<file path="src/design/tptw_pkg.sv">
// Shared types, codes and helpers for the touch point transform watchdog.
package tptw_pkg;

  // Point slots handled per packet
  localparam int NUM_SLOTS = 2;

  // Default watchdog counter width
  localparam int COUNT_BITS = 16;

  // Point state that marks a touching finger
  localparam logic [1:0] ACTIVE_STATE = 2'd2;

  // Item function codes
  localparam logic [1:0] FUNC_PACKET = 2'd0;
  localparam logic [1:0] FUNC_TICK   = 2'd1;
  localparam logic [1:0] FUNC_CLOSE  = 2'd2;

  // Configuration register indexes
  localparam int CFG_IDX_BITS = 8;
  localparam logic [CFG_IDX_BITS-1:0] REG_PANEL_WIDTH    = 8'd0;
  localparam logic [CFG_IDX_BITS-1:0] REG_PANEL_HEIGHT   = 8'd1;
  localparam logic [CFG_IDX_BITS-1:0] REG_SWAP_AXES      = 8'd2;
  localparam logic [CFG_IDX_BITS-1:0] REG_MIRROR_RAW_X   = 8'd3;
  localparam logic [CFG_IDX_BITS-1:0] REG_MIRROR_RAW_Y   = 8'd4;
  localparam logic [CFG_IDX_BITS-1:0] REG_QUARTER_TURNS  = 8'd5;
  localparam logic [CFG_IDX_BITS-1:0] REG_REFLECT_MODE   = 8'd6;
  localparam logic [CFG_IDX_BITS-1:0] REG_WATCHDOG_TICKS = 8'd7;

  // Quarter-turn codes
  localparam logic [1:0] ROT_NONE = 2'd0;
  localparam logic [1:0] ROT_90   = 2'd1;
  localparam logic [1:0] ROT_180  = 2'd2;
  localparam logic [1:0] ROT_270  = 2'd3;

  typedef struct packed {
    logic [15:0] panel_width;
    logic [15:0] panel_height;
    logic        swap_axes;
    logic        mirror_raw_x;
    logic        mirror_raw_y;
    logic [1:0]  quarter_turns;
    logic [1:0]  reflect_mode;
    logic [15:0] watchdog_ticks;
  } cfg_t;

  typedef struct packed {
    logic [1:0]  func;
    logic [7:0]  first_slot;
    logic [1:0]  first_state;
    logic [15:0] first_x;
    logic [15:0] first_y;
    logic [7:0]  second_slot;
    logic [1:0]  second_state;
    logic [15:0] second_x;
    logic [15:0] second_y;
  } in_item_t;

  typedef struct packed {
    logic        frame_kind;
    logic        first_used;
    logic        first_slot_out;
    logic        first_active;
    logic [15:0] first_disp_x;
    logic [15:0] first_disp_y;
    logic        second_used;
    logic        second_slot_out;
    logic        second_active;
    logic [15:0] second_disp_x;
    logic [15:0] second_disp_y;
  } out_item_t;

  typedef struct packed {
    logic [7:0]  slot;
    logic [1:0]  state;
    logic [15:0] x;
    logic [15:0] y;
  } point_in_t;

  typedef struct packed {
    logic        used;
    logic        slot;
    logic        active;
    logic [15:0] disp_x;
    logic [15:0] disp_y;
  } point_out_t;

  // Watchdog request for one accepted beat
  typedef struct packed {
    logic accept;
    logic packet;
    logic tick;
    logic close;
    logic touching;
  } wd_req_t;

  // Watchdog status toward the merge stage
  typedef struct packed {
    logic release_now;
    logic armed;
    logic held;
  } wd_stat_t;

  // Mirror a coordinate against a size, wrapping mod 2^16
  function automatic logic [15:0] flip16(input logic [15:0] size, input logic [15:0] v);
    flip16 = size - 16'd1 - v;
  endfunction

endpackage

</file>
<file path="src/design/touch_point_transform_watchdog.sv">
// Top level of the touch point transform watchdog.
// Usage:
//   in_*  : one beat per packet, tick or close item (valid/stall handshake).
//           A packet carries two touch points, each transformed in its own lane.
//   out_* : zero or one frame per item: a packet report frame for every packet,
//           a release-all frame for a close or for a tick that expires the
//           watchdog. Ticks that do not expire and unknown codes give nothing.
//   cfg_* : register writes (valid/ready, ready always high); the user must write
//           them only while idle, which the block itself does not enforce.
// Throughput: one item per cycle while in_stall is low; both lanes and the watchdog
//   finish in the accept cycle and the merged frame lands in the output register or skid.
// Stall: an output register plus a one-entry skid keeps accepting while a frame
//   waits; in_stall rises only when the skid entry is occupied.
// Reset: synchronous, active low; clears the watchdog, the output and skid
//   valid flags, and loads the register defaults.
module touch_point_transform_watchdog #(
  parameter int COUNT_BITS = tptw_pkg::COUNT_BITS
) (
  input  logic                               clk,
  input  logic                               rst_n,
  input  logic                               in_valid,
  output logic                               in_stall,
  input  tptw_pkg::in_item_t                 in_data,
  output logic                               out_valid,
  input  logic                               out_stall,
  output tptw_pkg::out_item_t                out_data,
  input  logic                               cfg_valid,
  output logic                               cfg_ready,
  input  logic [tptw_pkg::CFG_IDX_BITS-1:0] cfg_index,
  input  logic [15:0]                        cfg_data
);

  tptw_pkg::cfg_t       cfg;
  tptw_pkg::point_in_t  pt_a, pt_b;
  tptw_pkg::point_out_t res_a, res_b;
  tptw_pkg::wd_req_t    wd_req;
  tptw_pkg::wd_stat_t   wd_stat;
  tptw_pkg::out_item_t  frame;
  tptw_pkg::out_item_t  out_r, out_nxt;
  tptw_pkg::out_item_t  skid_r, skid_nxt;
  logic                 out_valid_r, out_valid_nxt;
  logic                 skid_valid_r, skid_valid_nxt;
  logic                 accept;
  logic                 frame_valid;
  logic                 out_fire;

  assign cfg_ready = 1'b1;

  tptw_regs u_regs (
    .clk      (clk),
    .rst_n    (rst_n),
    .wr_en    (cfg_valid & cfg_ready),
    .wr_index (cfg_index),
    .wr_data  (cfg_data),
    .cfg      (cfg)
  );

  // Split the beat into the two point lanes
  always_comb begin
    pt_a.slot  = in_data.first_slot;
    pt_a.state = in_data.first_state;
    pt_a.x     = in_data.first_x;
    pt_a.y     = in_data.first_y;
    pt_b.slot  = in_data.second_slot;
    pt_b.state = in_data.second_state;
    pt_b.x     = in_data.second_x;
    pt_b.y     = in_data.second_y;
  end

  tptw_lane u_lane_a (.cfg(cfg), .pt(pt_a), .res(res_a));
  tptw_lane u_lane_b (.cfg(cfg), .pt(pt_b), .res(res_b));

  assign accept = in_valid && !in_stall;

  always_comb begin
    wd_req.accept   = accept;
    wd_req.packet   = (in_data.func == tptw_pkg::FUNC_PACKET);
    wd_req.tick     = (in_data.func == tptw_pkg::FUNC_TICK);
    wd_req.close    = (in_data.func == tptw_pkg::FUNC_CLOSE);
    wd_req.touching = res_a.active | res_b.active;
  end

  tptw_watchdog #(.COUNT_BITS(COUNT_BITS)) u_watchdog (
    .clk            (clk),
    .rst_n          (rst_n),
    .watchdog_ticks (cfg.watchdog_ticks),
    .req            (wd_req),
    .stat           (wd_stat)
  );

  // Merge lane results or build a release-all frame
  always_comb begin
    frame = '0;
    if (wd_req.packet) begin
      frame.frame_kind      = 1'b0;
      frame.first_used      = res_a.used;
      frame.first_slot_out  = res_a.slot;
      frame.first_active    = res_a.active;
      frame.first_disp_x    = res_a.disp_x;
      frame.first_disp_y    = res_a.disp_y;
      frame.second_used     = res_b.used;
      frame.second_slot_out = res_b.slot;
      frame.second_active   = res_b.active;
      frame.second_disp_x   = res_b.disp_x;
      frame.second_disp_y   = res_b.disp_y;
    end else begin
      frame.frame_kind      = 1'b1;
      frame.first_used      = 1'b1;
      frame.first_slot_out  = 1'b0;
      frame.second_used     = 1'b1;
      frame.second_slot_out = 1'b1;
    end
  end

  assign frame_valid = accept && (wd_req.packet || wd_stat.release_now);
  assign out_fire    = out_valid_r && !out_stall;

  // Output register with skid: drain skid first, park a frame when stalled
  always_comb begin
    out_nxt        = out_r;
    out_valid_nxt  = out_valid_r;
    skid_nxt       = skid_r;
    skid_valid_nxt = skid_valid_r;
    if (!out_valid_r || out_fire) begin
      if (skid_valid_r) begin
        out_nxt        = skid_r;
        out_valid_nxt  = 1'b1;
        skid_valid_nxt = 1'b0;
      end else begin
        out_nxt       = frame;
        out_valid_nxt = frame_valid;
      end
    end else if (frame_valid) begin
      skid_nxt       = frame;
      skid_valid_nxt = 1'b1;
    end
  end

  always_ff @(posedge clk) begin
    if (!rst_n) begin
      out_valid_r  <= 1'b0;
      skid_valid_r <= 1'b0;
    end else begin
      out_valid_r  <= out_valid_nxt;
      skid_valid_r <= skid_valid_nxt;
    end
  end

  always_ff @(posedge clk) begin
    out_r  <= out_nxt;
    skid_r <= skid_nxt;
  end

  assign in_stall  = skid_valid_r;
  assign out_valid = out_valid_r;
  assign out_data  = out_r;

`ifndef SYNTHESIS
  // Skid entry is only used behind a waiting output
  a_skid_behind_out: assert property (@(posedge clk) disable iff (!rst_n)
    skid_valid_r |-> out_valid_r)
    else $error("skid entry valid without output entry");

  // Armed watchdog implies a held touch
  a_armed_held: assert property (@(posedge clk) disable iff (!rst_n)
    wd_stat.armed |-> wd_stat.held)
    else $error("watchdog armed without held touch");

  // Release frames never report an active finger
  a_release_inactive: assert property (@(posedge clk) disable iff (!rst_n)
    (out_valid_r && out_r.frame_kind) |-> (!out_r.first_active && !out_r.second_active))
    else $error("release frame carries an active point");

  // An accepted close always yields a frame on the output
  a_close_frame: assert property (@(posedge clk) disable iff (!rst_n)
    (accept && wd_req.close) |=> out_valid_r)
    else $error("close beat produced no frame");
`endif

endmodule

</file>
<file path="src/design/tptw_regs.sv">
// Configuration register file for the touch point transform watchdog.
module tptw_regs (
  input  logic                               clk,
  input  logic                               rst_n,
  input  logic                               wr_en,
  input  logic [tptw_pkg::CFG_IDX_BITS-1:0] wr_index,
  input  logic [15:0]                        wr_data,
  output tptw_pkg::cfg_t                     cfg
);

  tptw_pkg::cfg_t cfg_r;
  tptw_pkg::cfg_t cfg_nxt;

  // Decode the write index
  always_comb begin
    cfg_nxt = cfg_r;
    if (wr_en) begin
      unique case (wr_index)
        tptw_pkg::REG_PANEL_WIDTH:    cfg_nxt.panel_width    = wr_data;
        tptw_pkg::REG_PANEL_HEIGHT:   cfg_nxt.panel_height   = wr_data;
        tptw_pkg::REG_SWAP_AXES:      cfg_nxt.swap_axes      = wr_data[0];
        tptw_pkg::REG_MIRROR_RAW_X:   cfg_nxt.mirror_raw_x   = wr_data[0];
        tptw_pkg::REG_MIRROR_RAW_Y:   cfg_nxt.mirror_raw_y   = wr_data[0];
        tptw_pkg::REG_QUARTER_TURNS:  cfg_nxt.quarter_turns  = wr_data[1:0];
        tptw_pkg::REG_REFLECT_MODE:   cfg_nxt.reflect_mode   = wr_data[1:0];
        tptw_pkg::REG_WATCHDOG_TICKS: cfg_nxt.watchdog_ticks = wr_data;
        default: ;
      endcase
    end
  end

  // Hold the registers, load defaults at reset
  always_ff @(posedge clk) begin
    if (!rst_n) begin
      cfg_r.panel_width    <= 16'd480;
      cfg_r.panel_height   <= 16'd320;
      cfg_r.swap_axes      <= 1'b0;
      cfg_r.mirror_raw_x   <= 1'b0;
      cfg_r.mirror_raw_y   <= 1'b0;
      cfg_r.quarter_turns  <= tptw_pkg::ROT_NONE;
      cfg_r.reflect_mode   <= 2'd0;
      cfg_r.watchdog_ticks <= 16'd200;
    end else begin
      cfg_r <= cfg_nxt;
    end
  end

  assign cfg = cfg_r;

endmodule

</file>
<file path="src/design/tptw_lane.sv">
// One point lane: slot check, swap, mirror, reflect and rotate.
module tptw_lane (
  input  tptw_pkg::cfg_t       cfg,
  input  tptw_pkg::point_in_t  pt,
  output tptw_pkg::point_out_t res
);

  logic        used;
  logic        act;
  logic [15:0] sx, sy;
  logic [15:0] mx, my;
  logic [15:0] nx, ny;
  logic [15:0] rx, ry;

  // Swap then mirror the raw coordinates
  always_comb begin
    used = (pt.slot < 8'(tptw_pkg::NUM_SLOTS));
    act  = (pt.state == tptw_pkg::ACTIVE_STATE);
    sx   = cfg.swap_axes ? pt.y : pt.x;
    sy   = cfg.swap_axes ? pt.x : pt.y;
    mx   = cfg.mirror_raw_x ? tptw_pkg::flip16(cfg.panel_width, sx) : sx;
    my   = cfg.mirror_raw_y ? tptw_pkg::flip16(cfg.panel_height, sy) : sy;
  end

  // Reflect, then rotate into display coordinates
  always_comb begin
    nx = cfg.reflect_mode[0] ? tptw_pkg::flip16(cfg.panel_width, mx) : mx;
    ny = cfg.reflect_mode[1] ? tptw_pkg::flip16(cfg.panel_height, my) : my;
    case (cfg.quarter_turns)
      tptw_pkg::ROT_90: begin
        rx = ny;
        ry = tptw_pkg::flip16(cfg.panel_width, nx);
      end
      tptw_pkg::ROT_180: begin
        rx = tptw_pkg::flip16(cfg.panel_width, nx);
        ry = tptw_pkg::flip16(cfg.panel_height, ny);
      end
      tptw_pkg::ROT_270: begin
        rx = tptw_pkg::flip16(cfg.panel_height, ny);
        ry = nx;
      end
      default: begin
        rx = nx;
        ry = ny;
      end
    endcase
  end

  // Zero every field that does not apply
  always_comb begin
    res.used   = used;
    res.slot   = used & pt.slot[0];
    res.active = used & act;
    res.disp_x = (used && act) ? rx : 16'd0;
    res.disp_y = (used && act) ? ry : 16'd0;
  end

endmodule

</file>
<file path="src/design/tptw_watchdog.sv">
// Release watchdog: touch held flag, arm flag and tick countdown.
module tptw_watchdog #(
  parameter int COUNT_BITS = tptw_pkg::COUNT_BITS
) (
  input  logic               clk,
  input  logic               rst_n,
  input  logic [15:0]        watchdog_ticks,
  input  tptw_pkg::wd_req_t  req,
  output tptw_pkg::wd_stat_t stat
);

  logic                  held_r, held_nxt;
  logic                  armed_r, armed_nxt;
  logic [COUNT_BITS-1:0] count_r, count_nxt;
  logic [COUNT_BITS-1:0] load_val;
  logic                  expire;

  // Saturate the reload value to the counter width
  if (COUNT_BITS >= 16) begin : g_wide
    assign load_val = COUNT_BITS'(watchdog_ticks);
  end else begin : g_narrow
    assign load_val = (|watchdog_ticks[15:COUNT_BITS]) ? '1
                                                       : watchdog_ticks[COUNT_BITS-1:0];
  end

  assign expire = armed_r && (count_r <= COUNT_BITS'(1));

  // Advance the watchdog on each accepted beat
  always_comb begin
    held_nxt  = held_r;
    armed_nxt = armed_r;
    count_nxt = count_r;
    if (req.accept) begin
      if (req.packet) begin
        if (req.touching) begin
          held_nxt  = 1'b1;
          armed_nxt = 1'b1;
          count_nxt = load_val;
        end else if (held_r) begin
          held_nxt  = 1'b0;
          armed_nxt = 1'b0;
        end
      end else if (req.tick && armed_r) begin
        if (expire) begin
          held_nxt  = 1'b0;
          armed_nxt = 1'b0;
          count_nxt = '0;
        end else begin
          count_nxt = count_r - COUNT_BITS'(1);
        end
      end else if (req.close) begin
        held_nxt  = 1'b0;
        armed_nxt = 1'b0;
        count_nxt = '0;
      end
    end
  end

  always_ff @(posedge clk) begin
    if (!rst_n) begin
      held_r  <= 1'b0;
      armed_r <= 1'b0;
      count_r <= '0;
    end else begin
      held_r  <= held_nxt;
      armed_r <= armed_nxt;
      count_r <= count_nxt;
    end
  end

  // Report a release frame for an expiring tick or a close
  assign stat.release_now = (req.tick && expire) || req.close;
  assign stat.armed       = armed_r;
  assign stat.held        = held_r;

endmodule
</file>
<file path="config.mk">
export PLATFORM = sky130hd
export DESIGN_NAME = touch_point_transform_watchdog
export DESIGN_NICKNAME = d
export VERILOG_FILES = /design/src/design/tptw_pkg.sv /design/src/design/touch_point_transform_watchdog.sv /design/src/design/tptw_regs.sv /design/src/design/tptw_lane.sv /design/src/design/tptw_watchdog.sv
export SDC_FILE = /design/constraint.sdc
export NUM_CORES = 1
export LEC_CHECK = 0
export BUFFER_PORTS_ARGS = -buffer_cell sky130_fd_sc_hd__buf_2
export CORE_MARGIN = 2
export CORE_UTILIZATION = 40
export DETAILED_ROUTE_END_ITERATION = 10
export PLACE_DENSITY = 0.59
export SLEW_MARGIN = 10
export SYNTH_ARGS = -nofsm -noshare
export SYNTH_HDL_FRONTEND = slang
export SYNTH_HIERARCHICAL = 1
export SYNTH_SLANG_ARGS = --single-unit
</file>
<file path="constraint.sdc">
create_clock -name clk -period 12.87 [get_ports clk]
set_input_delay 1.287 -clock clk [delete_from_list [all_inputs] [get_ports clk]]
set_output_delay 1.287 -clock clk [all_outputs]
set_load 0.1 [all_outputs]
</file>
* Word level (Yosys, flattened, before mapping)
Index checks and enable logic that the tools add are counted.
Word-level totals: memories 0, register bits 217, bits in latches 0, bits in read-only memories 0, bits of input ports 115, RAM bits 0, output and inout bits 74
Operators by class: multiplexer cells 39, order comparisons 3, eq/ne operators 17, divide/modulo/power cells 0, $add $sub $neg 15, multipliers 0, bitwise logic cells 7, shift operators 0, reduce and logical (&&, ||, !) cells 30
Operator list (number):
- $mux W16 | 21
- $pmux W16 S3 | 4
- $sub A16 B16 Y16 | 12
- $mux W71 | 1
- $mux W33 | 2
- $sub A16 B1 Y16 const B | 3
- $eq A8 B3 Y1 const B | 4
- $reduce_and A2 Y1 | 9
- $eq A8 B2 Y1 const B | 2
- $le A16 B1 Y1 const B | 1
- $lt A8 B2 Y1 const B | 2
- $eq A2 B2 Y1 const B | 5
- $mux W1 | 9
- $eq A8 B1 Y1 const B | 1
- $logic_and A1 B1 Y1 | 8
- $logic_not A8 Y1 | 1
- $reduce_and A3 Y1 | 2
- $and A1 B1 Y1 | 4
- $eq A2 B1 Y1 const B | 2
- $reduce_and A4 Y1 | 1
- $logic_not A1 Y1 | 3
- $logic_or A1 B1 Y1 | 3
- $mux W3 | 1
- $ne A3 B1 Y1 const B | 1
- other kinds (8) | 9

* Longest topological paths before layout
Gate-level depths: netlist of the first run.
depth after elaboration 10, depth in mapped cells 38, depth with buffers taken out 35

* Hierarchy
Netlist of the first run, hierarchy kept.
By module, submodules not included:
- tptw_lane at u_lane_a | cells an instance 1150, seq. area each 0.0 um^2, area an instance 8170.3 um^2, times used 1
- tptw_lane at u_lane_b | cells an instance 1168, seq. area each 0.0 um^2, area an instance 8052.7 um^2, times used 1
- touch_point_transform_watchdog | cells an instance 468, seq. area each 4304.1 um^2, area an instance 6857.8 um^2, times used 1
- tptw_regs | cells an instance 215, seq. area each 1101.1 um^2, area an instance 2189.6 um^2, times used 1
- tptw_watchdog | cells an instance 156, seq. area each 360.3 um^2, area an instance 1237.4 um^2, times used 1

* Worst setup path after synthesis of the first run
No wires, ideal clock.
kind register to register, from register out_valid_r, in the netlist out_valid, to register skid_r[0] in the netlist's numbering, enable pin, data required time 12.268 ns, data arrival time 8.203 ns, stages on the path, launching flop included 3, period minus slack after synthesis 8.805 ns, slack 4.065 ns, cell sequence dfxtp_1 -> nand2_1 -> nor3b_1
Between the ends: longest elaborated chain between the ends 4, elaborated cells on any way between the ends 5, classes of those cells bitwise (1); reduce/logical (4)
Ends and longest elaborated chain:
- start, declared | RTL line touch_point_transform_watchdog.sv:41 | logic out_valid_r, out_valid_nxt;
- start signal, assigned | RTL line touch_point_transform_watchdog.sv:144 | out_valid_r <= out_valid_nxt;
- $logic_not A1 Y1 or $logic_and A1 B1 Y1 (tied branches) | RTL line touch_point_transform_watchdog.sv:124, touch_point_transform_watchdog.sv:116
- $logic_or A1 B1 Y1 * | RTL line touch_point_transform_watchdog.sv:124 | if (!out_valid_r || out_fire) begin
- $not A1 Y1 (no source line) *
- $reduce_and A2 Y1 (no source line) *
- end signal, assigned | RTL line touch_point_transform_watchdog.sv:151 | skid_r <= skid_nxt;
- end, declared | RTL line touch_point_transform_watchdog.sv:40 | tptw_pkg::out_item_t skid_r, skid_nxt;
Every way passes the cells marked *; elsewhere a longest branch is shown, timed or not. A chain may end at the register's enable or synchronous reset.

==> results of run 1 <==
-- metrics by stage --
| stage | utilization | hold WS (ns) | std cells | setup slack [ns] | power [mW] |
|---|---|---|---|---|---|
| floorplan | - | 0.434 | 3155 | 4.07 | 1.13 |
| global placement | 0.426 | 0.446 | 4081 | 4.29 | 1.23 |
| detailed placement | 0.426 | 0.448 | 4081 | 4.16 | 1.23 |
| CTS | 0.440 | 0.457 | 4132 | 4.23 | 2.04 |
| global route | 0.440 | 0.480 | 4134 | 3.49 | 2.12 |
| finish | 0.440 | 0.456 | 4135 | 4.14 | 2.02 |
-- worst max-delay path, delay by kind of cell, from the launching register on --
kind / cells / cell delay (ns)
AO/OA/AOI/OAI: 14 / 3.22
adder cells (fa/ha/maj): 5 / 1.69
AND/OR/NAND/NOR: 6 / 1.03
multiplexers: 2 / 0.72
buffers and inverters: 2 / 0.66
flip-flops: 1 / 0.64
XOR/XNOR: 3 / 0.58
-- where the power goes --
part / internal (mW) / switching (mW) / leakage (nW) / total [mW]
clock network: 0.490 / 0.308 / 0.471 / 0.798
logic: 0.150 / 0.315 / 8.64 / 0.465
registers: 0.752 / 0.00679 / 1.96 / 0.759
-- final cells by class --
cell class              count  area share
repair buffers            218      0.0404
clock inverters             9     0.00377
inverters                 220      0.0294
multi-input cells        2562       0.660
diodes                      3    0.000260
well taps                 864      0.0374
flip-flops and latches    217       0.200
clock buffers              42      0.0291
-- cell usage in the layout (no fill, tap or decap), drive strengths merged, types with 29 or more instances in the layout --
master	instances
nor2	346
nand2	305
buf	218
inv	211
a21oi	206
xnor2	201
edfxtp	142
ha	142
o21ai	130
mux2i	126
o31ai	98
xor2	97
dfxtp	75
nor3	58
a211oi	54
nand3	50
a21o	45
a31oi	45
clkbuf	42
nor4	39
or3	35
mux2	35
nor2b	34
nand2b	32
and2	29
-- state kept, by name, summed over array words and instances, names as in the netlist --
| name | flops |
|---|---|
| u_watchdog/armed_r | 1 |
| u_watchdog/held_r | 1 |
| u_regs/cfg | 55 |
| skid_r | 71 |
| in_stall | 1 |
| out_data | 71 |
| out_valid | 1 |
| u_watchdog/count_r | 16 |
-- per-layer routing --
| metal | share of wire | GRT usage |
|---|---|---|
| met5 | 0.00037 | 0 |
| met4 | 0.023 | 0.0529 |
| met3 | 0.053 | 0.0282 |
| met2 | 0.44 | 0.336 |
| met1 | 0.49 | 0.311 |
-- path summary, 6_finish.rpt --
kind | to | depth (start not counted)
worst min register to register | u_regs/cfg[2]$_SDFFE_PN0P_ | 2
worst min-delay path | u_regs/cfg[2]$_SDFFE_PN0P_ | 2
worst max register to register | out_data[31]$_DFFE_PP_ | 32
worst max-delay path | out_data[31]$_DFFE_PP_ | 32
==> flow_summary.json, run 1 <==
{
  "irDropWorstVdd_v": 0.0000822,
  "syn-num-nets": 3424,
  "r2r_slack_ns": 4.14,
  "dp_hpwl_um": 59900,
  "fin_crit_sh": 0.678,
  "fin_worst_skew_ns": 0.0148,
  "status": "finished clean",
  "hp-start": "u_regs/cfg[2]$_SDFFE_PN0P_",
  "drive_above_1_share": 0.151,
  "drc_errors": 0,
  "final_max_slew_viol_count": 0,
  "fin_nets": 3516,
  "hold_buffers": 0,
  "cts_tree": "built",
  "portBuffers": 187,
  "rsz0062_at_grt": "no",
  "fin_area_um2": 28900,
  "die_w_um": 261,
  "startpoint": "u_regs/cfg[22]$_SDFFE_PN0P_",
  "syn_inst": 3155,
  "postSynthAreaPerCell_um2": 8.40,
  "syn2layout_area_growth_pct": 9.08,
  "grt_pass1_wl_um": 117000,
  "finalCriticalPeriod_ns": 8.73,
  "fp.coreArea_um2": 65600,
  "cts_inserted_buffers": 28,
  "critPathLaunchType": "flop",
  "grt_start_max_net_pins": 90,
  "drt-initial-drc-count": 1582,
  "place_area_um2": 27900,
  "cp-end-kind": "flop",
  "cts_resized": 0,
  "row_count": 94,
  "p_leak_nw": 11.1,
  "drv_cap": 0,
  "relSlewSlack": 0.267,
  "worstHoldPathType": "flop to flop",
  "ys_warn_count": 6,
  "clkTransAtPathRegs_ns": 0.06,
  "crit_fanout": 37,
  "seqCellArea_um2": 5780,
  "ant_nets": 0,
  "nFillCells": 6670,
  "path_class": "flop to flop",
  "overflow": 0,
  "vias": 23444,
  "p_per_area_nw_per_um2": 70.0,
  "initial_core_util": 0.404,
  "cts_sinks": 217,
  "timing.rr.start": "u_regs/cfg[22]$_SDFFE_PN0P_",
  "setup_viol": 0,
  "cts_buffer_depth": 3,
  "hold_violations": 0,
  "syn-cell-area_um2": 26500,
  "required_ns": 13.25,
  "clkLatencyLatePin_ns": 0.55,
  "fmax_ghz": 0.115,
  "multi_input_area_um2": 19100,
  "drt-total-wl_um": 76000,
  "finalSetupTns_ns": 0,
  "routedWlPerCell_um": 18.4,
  "gp_congestion": 0.893,
  "dieHeight_um": 261,
  "tightest_slew_ns": 1.09,
  "dr.pass1.iters": 5,
  "cts_setup_buffers": 0,
  "antenna_found_initial": 5,
  "grtUsageTotal": 0.215,
  "root_buffer": "clkbuf_16",
  "crit_arrival_ns": 9.11,
  "via_per_inst": 5.67,
  "grt_pass1_vias": 20915,
  "ioPinCount": 189,
  "h-tree-depth": 1,
  "slowest_stage": "dfxtp_4",
  "die_area_um2": 68300,
  "cpPeakStageDelay_ns": 0.64
}
Power figures use the tool's default switching activity.
==> inputs of run 2 (changes only) <==
- clock period: 12.87 -> 8.8 ns (I/O delays scaled with it)
==> run 2 against run 1 <==
  * Wire length up 0.36%
  * Count of clock-buffer cells in the layout fell by 6
  * Clock power up 30%
  * Critical path depth is the same
  * Register-to-register slack got worse by 3.5 ns
  * Global-route usage grew 0.37 points
  * Sequential share of layout area is essentially flat
  * Maximum frequency increased by 6.8%
  * Final cell count grew 0.27%
==> flow_summary.json, run 2 (synthesis results as in run 1) <==
{
  "h-tree-depth": 1,
  "p_leak_nw": 11.1,
  "stdcell_count": 4146,
  "cp-end-kind": "flop",
  "combPwrFrac": 0.241,
  "critPathLaunchType": "flop",
  "via_per_inst": 5.65,
  "cpPeakStageDelay_ns": 0.73,
  "antenna_found_initial": 6,
  "finalCriticalPeriod_ns": 8.18,
  "drive_above_1_share": 0.152,
  "sw_frac_of_total": 0.322,
  "required_ns": 9.18,
  "cts_inserted_buffers": 26,
  "irDropWorstVdd_v": 0.000123,
  "pre_cts_ws_ns": 0.520,
  "grt_pass1_vias": 21501,
  "crit_fanout": 29,
  "cts_buffer_depth": 3,
  "fp.coreArea_um2": 65600,
  "grt_pass1_wl_um": 120000,
  "hp-start": "u_regs/cfg[4]$_SDFFE_PN0P_",
  "status": "finished clean",
  "utilization": 0.440,
  "drv_cap": 0,
  "pwr-share-clk": 0.367,
  "dr.pass1.iters": 6,
  "final_max_slew_viol_count": 0,
  "crit_arrival_ns": 8.55,
  "clkTransAtPathRegs_ns": 0.06,
  "portBuffers": 187,
  "clkLatencyLatePin_ns": 0.55,
  "die_w_um": 261,
  "ioPinCount": 189,
  "hold_buffers": 0,
  "layout_commonest_cell": "nor2_1",
  "vias": 23416,
  "relSlewSlack": 0.211,
  "die_area_um2": 68300,
  "row_count": 94,
  "cts_setup_buffers": 0,
  "min_to": "u_regs/cfg[4]$_SDFFE_PN0P_",
  "tightest_slew_ns": 1.18,
  "seqCellArea_um2": 5780,
  "drt-initial-drc-count": 1652,
  "path_class": "flop to flop",
  "final_cell_mix": "339 x nor2_1, 304 x nand2_1, 204 x a21oi_1, 198 x xnor2_1, 196 x inv_1",
  "ant_nets": 0,
  "grtUsageTotal": 0.218,
  "place_inst": 4096,
  "p_per_area_nw_per_um2": 98.0,
  "r2r_cells": 32,
  "timing.rr.end": "out_data[31]$_DFFE_PP_",
  "r2r_slack_ns": 0.62,
  "fin_nets": 3529,
  "p_seq_frac": 0.392,
  "slowest_stage": "dfxtp_4",
  "hold_violations": 0,
  "root_buffer": "clkbuf_16",
  "cts_tree": "built",
  "drc_errors": 0,
  "multi_input_area_um2": 19100,
  "worstHoldPathType": "flop to flop",
  "cts_sinks": 217,
  "fin_crit_sh": 0.929,
  "dp_hpwl_um": 60300,
  "overflow": 0,
  "finalSetupTns_ns": 0,
  "dieHeight_um": 261,
  "timing.rr.start": "u_regs/cfg[22]$_SDFFE_PN0P_",
  "nFillCells": 6534,
  "min_path_cells": 2,
  "fin_ws_ns": 0.625,
  "routedWlPerCell_um": 18.4,
  "syn2layout_area_growth_pct": 9.08,
  "drt-total-wl_um": 76300,
  "power.internal_mw": 1.92,
  "switchingPower_mw": 0.912,
  "fin_worst_skew_ns": 0.0184,
  "grt_start_max_net_pins": 87,
  "fmax_ghz": 0.122,
  "total_power_mw": 2.83,
  "gp_congestion": 0.915,
  "rsz0062_at_grt": "no",
  "setup_viol": 0,
  "initial_core_util": 0.404
}
run 2: worst max-delay path, delay by kind of cell (launching register included):
kind | cells | cell delay, ns
buffers and inverters | 1 | 0.10
muxes | 2 | 0.71
DFF | 1 | 0.73
AOI/OAI and AO/OA | 17 | 3.84
adders and majority gates | 4 | 1.39
and+or+nand+nor | 6 | 0.78
xor gates and xnor gates | 2 | 0.43
run 2: worst max-delay path by stage:
| stage | to | cells after the start | startpoint | slack, ns |
|---|---|---|---|---|
| 6_report | out_data[31]$_DFFE_PP_ | 32 | u_regs/cfg[22]$_SDFFE_PN0P_ | 0.62 |
| 5_1_grt | out_data[31]$_DFFE_PP_ | 30 | u_regs/cfg[25]$_SDFFE_PN0P_ | 0.02 |
| 4_1_cts | out_data[49]$_DFFE_PP_ | 32 | u_regs/cfg[22]$_SDFFE_PN0P_ | 0.63 |
| 3_5_place_dp | out_data[65]$_DFFE_PP_ | 33 | in_data[58] | 0.52 |
| 3_3_place_gp | out_data[65]$_DFFE_PP_ | 33 | in_data[58] | 0.77 |
| 2_1_floorplan | out_data[50]$_DFFE_PP_ | 34 | u_regs/cfg[22]$_SDFFE_PN0P_ | 0.55 |
run 2: final cells by class:
cell class,instances,share of cell area
tap,864,0.0374
clock inverter,12,0.00312
sequential,217,0.200
antenna,2,0.000173
multi-input combinational,2562,0.660
timing repair buffer,233,0.0448
inverter,220,0.0294
clock buffer,36,0.0249
run 2: per-stage QoR:
stage | cell area, um^2 | hold WS (ns)
final | 28900 | 0.461
after global routing | 28900 | 0.474
after CTS | 28900 | 0.459
after detailed placement | 28100 | 0.448
after global placement | 28100 | 0.445
after floorplan | 26500 | 0.434
run 2: power by group through the flow:
stage / Combinational (mW) / Sequential, mW / Clock [mW]
4_1_cts: 0.679 / 1.11 / 1.07
6_report: 0.683 / 1.11 / 1.04
3_5_place_dp: 0.676 / 1.13 / 0
5_1_grt: 0.744 / 1.11 / 1.11
2_1_floorplan: 0.415 / 1.24 / 0
3_3_place_gp: 0.673 / 1.13 / 0
run 2: repair_timing:
action                     CTS  global route
hold endpoints to repair     0             0
setup endpoints to repair    0            10
gates resized for setup      0             4
run 2: routing by layer:
metal | global-route usage | wire length (um)
met4 | 0.0710 | 2520
met1 | 0.317 | 37000
met2 | 0.334 | 32500
met5 | 0 | 47
met3 | 0.0269 | 4240
==> inputs of run 3 (changes only) <==
- ABC_AREA: unset -> 1
==> run 3 against run 2 <==
  * Maximum frequency up 20%
  * Worst hold slack improved by 0.010 ns
  * Clock power up 9.6%
  * Sequential share of layout area down 0.20 points
  * Setup slack gained 1.4 ns
  * Combinational power rose by 7.2%
  * Clock skew decreased by 0.00085 ns
  * Sequential power about the same
  * Synthesized cell count increased by 35%
  * Via count is 17% higher
  * Die area increased by 1.0%
==> flow_summary.json, run 3 <==
{
  "initial_core_util": 0.406,
  "ys_warn_count": 6,
  "drive_above_1_share": 0.151,
  "syn_inst": 4250,
  "cp.buffers_inverters": 3,
  "finalCriticalPeriod_ns": 6.80,
  "r2r_slack_ns": 2.00,
  "vias": 27412,
  "p_leak_nw": 15.1,
  "grt_pass1_wl_um": 141000,
  "row_count": 94,
  "timing.rr.end": "out_data[11]$_DFFE_PP_",
  "status": "finished clean",
  "syn-cell-area_um2": 26800,
  "utilization": 0.442,
  "finalSetupTns_ns": 0,
  "grt_start_max_net_pins": 76,
  "hold_buffers": 0,
  "gp_congestion": 0.977,
  "timing.rr.start": "u_regs/cfg[22]$_SDFFE_PN0P_",
  "cpPeakStageDelay_ns": 0.64,
  "rsz0062_at_grt": "no",
  "min_to": "u_watchdog/held_r$_SDFFE_PN0P_",
  "relSlewSlack": 0.246,
  "cts_tree": "built",
  "fmax_ghz": 0.147,
  "routedWlPerCell_um": 17.3,
  "cts_setup_buffers": 0,
  "crit_arrival_ns": 7.23,
  "hold_violations": 0,
  "path_common_cell": "nand2_1",
  "hp-start": "u_watchdog/held_r$_SDFFE_PN0P_",
  "worstHoldPathType": "flop to flop",
  "cts_sinks": 217,
  "clkTransAtPathRegs_ns": 0.07,
  "total_power_mw": 2.98,
  "seqCellArea_um2": 5770,
  "drt-total-wl_um": 90900,
  "final_max_slew_viol_count": 0,
  "die_w_um": 263,
  "fin_crit_sh": 0.773,
  "crit_fanout": 62,
  "irDropWorstVdd_v": 0.000125,
  "cts_inserted_buffers": 26,
  "fin_area_um2": 29100,
  "dr.pass1.iters": 6,
  "dieHeight_um": 263,
  "cp-end-kind": "flop",
  "clkLatencyLatePin_ns": 0.57,
  "place_inst": 5201,
  "h-tree-depth": 1,
  "critPathLaunchType": "flop",
  "grt_pass1_vias": 24445,
  "fin_nets": 4634,
  "setup_viol": 0,
  "layout_commonest_cell": "nand2_1",
  "nFillCells": 7079,
  "cts_buffer_depth": 3,
  "crit_family": "simple AND/OR/NAND/NOR gates",
  "slowest_stage": "buf_4",
  "drv_cap": 0,
  "fp.coreArea_um2": 66000,
  "overflow": 0,
  "postSynthAreaPerCell_um2": 6.30,
  "syn2layout_area_growth_pct": 8.83,
  "antenna_found_initial": 11,
  "die_area_um2": 69000,
  "min_path_cells": 2,
  "cts_resized": 0,
  "drt-initial-drc-count": 2385,
  "multi_input_area_um2": 17900,
  "syn-num-nets": 4519,
  "dp_hpwl_um": 73700,
  "fin_worst_skew_ns": 0.0176,
  "root_buffer": "clkbuf_16",
  "place_area_um2": 28200,
  "tightest_slew_ns": 1.12,
  "ant_nets": 0,
  "stdcell_count": 5253,
  "required_ns": 9.23,
  "final_cell_mix": "1316 x nand2_1, 567 x inv_1, 494 x nand3_1, 280 x nor2_1, 187 x buf_2",
  "ioPinCount": 189,
  "portBuffers": 187,
  "path_class": "flop to flop",
  "r2r_cells": 34,
  "p_per_area_nw_per_um2": 102,
  "via_per_inst": 5.22,
  "drc_errors": 0,
  "grtUsageTotal": 0.255
}
-- run 3: final cells by class --
cell class	instances	area share
diodes	6	0.000515
multi-input cells	3279	0.614
inverters	629	0.0814
well taps	864	0.0371
repair buffers	212	0.0386
clock inverters	6	0.00361
flip-flops and latches	217	0.198
clock buffers	40	0.0265
-- run 3: how the worst max path moves through the flow --
stage / end / cells after the start / start
detailed placement: out_data[30]$_DFFE_PP_ / 36 / u_regs/cfg[22]$_SDFFE_PN0P_
finish: out_data[11]$_DFFE_PP_ / 34 / u_regs/cfg[22]$_SDFFE_PN0P_
global route: out_data[30]$_DFFE_PP_ / 36 / u_regs/cfg[22]$_SDFFE_PN0P_
global placement: out_data[30]$_DFFE_PP_ / 37 / u_regs/cfg[22]$_SDFFE_PN0P_
CTS: out_data[30]$_DFFE_PP_ / 36 / u_regs/cfg[22]$_SDFFE_PN0P_
floorplan: skid_r[0]$_DFFE_PP_ / 2 / out_valid$_SDFFE_PN0P_
-- run 3: where the power goes --
part	internal [mW]	total, mW	leakage [nW]	switching, mW
sequential	1.09	1.11	2.26	0.0101
combinational	0.211	0.732	12.4	0.522
clock	0.686	1.14	0.425	0.453
total	1.99	2.98	15.1	0.985
-- run 3: tightest hold or removal path: stages, from the launching register on --
cell     delay [ns]
dfxtp_1        0.32
nand2_1        0.06
a21oi_1        0.05
-- run 3: layer usage --
metal	GRT usage	part of all wire	vias to the layer above
met5	0	0.00061	-
met3	0.0362	0.073	101
met4	0.0584	0.022	8
met1	0.387	0.49	12363
met2	0.379	0.41	920
li1	-	-	14020
-- run 3: metrics by stage --
stage | setup slack, ns | hold WS (ns)
detailed placement | 2.06 | 0.456
global placement | 2.20 | 0.447
finish | 2.00 | 0.471
global route | 1.29 | 0.482
floorplan | 2.27 | 0.431
CTS | 2.04 | 0.468
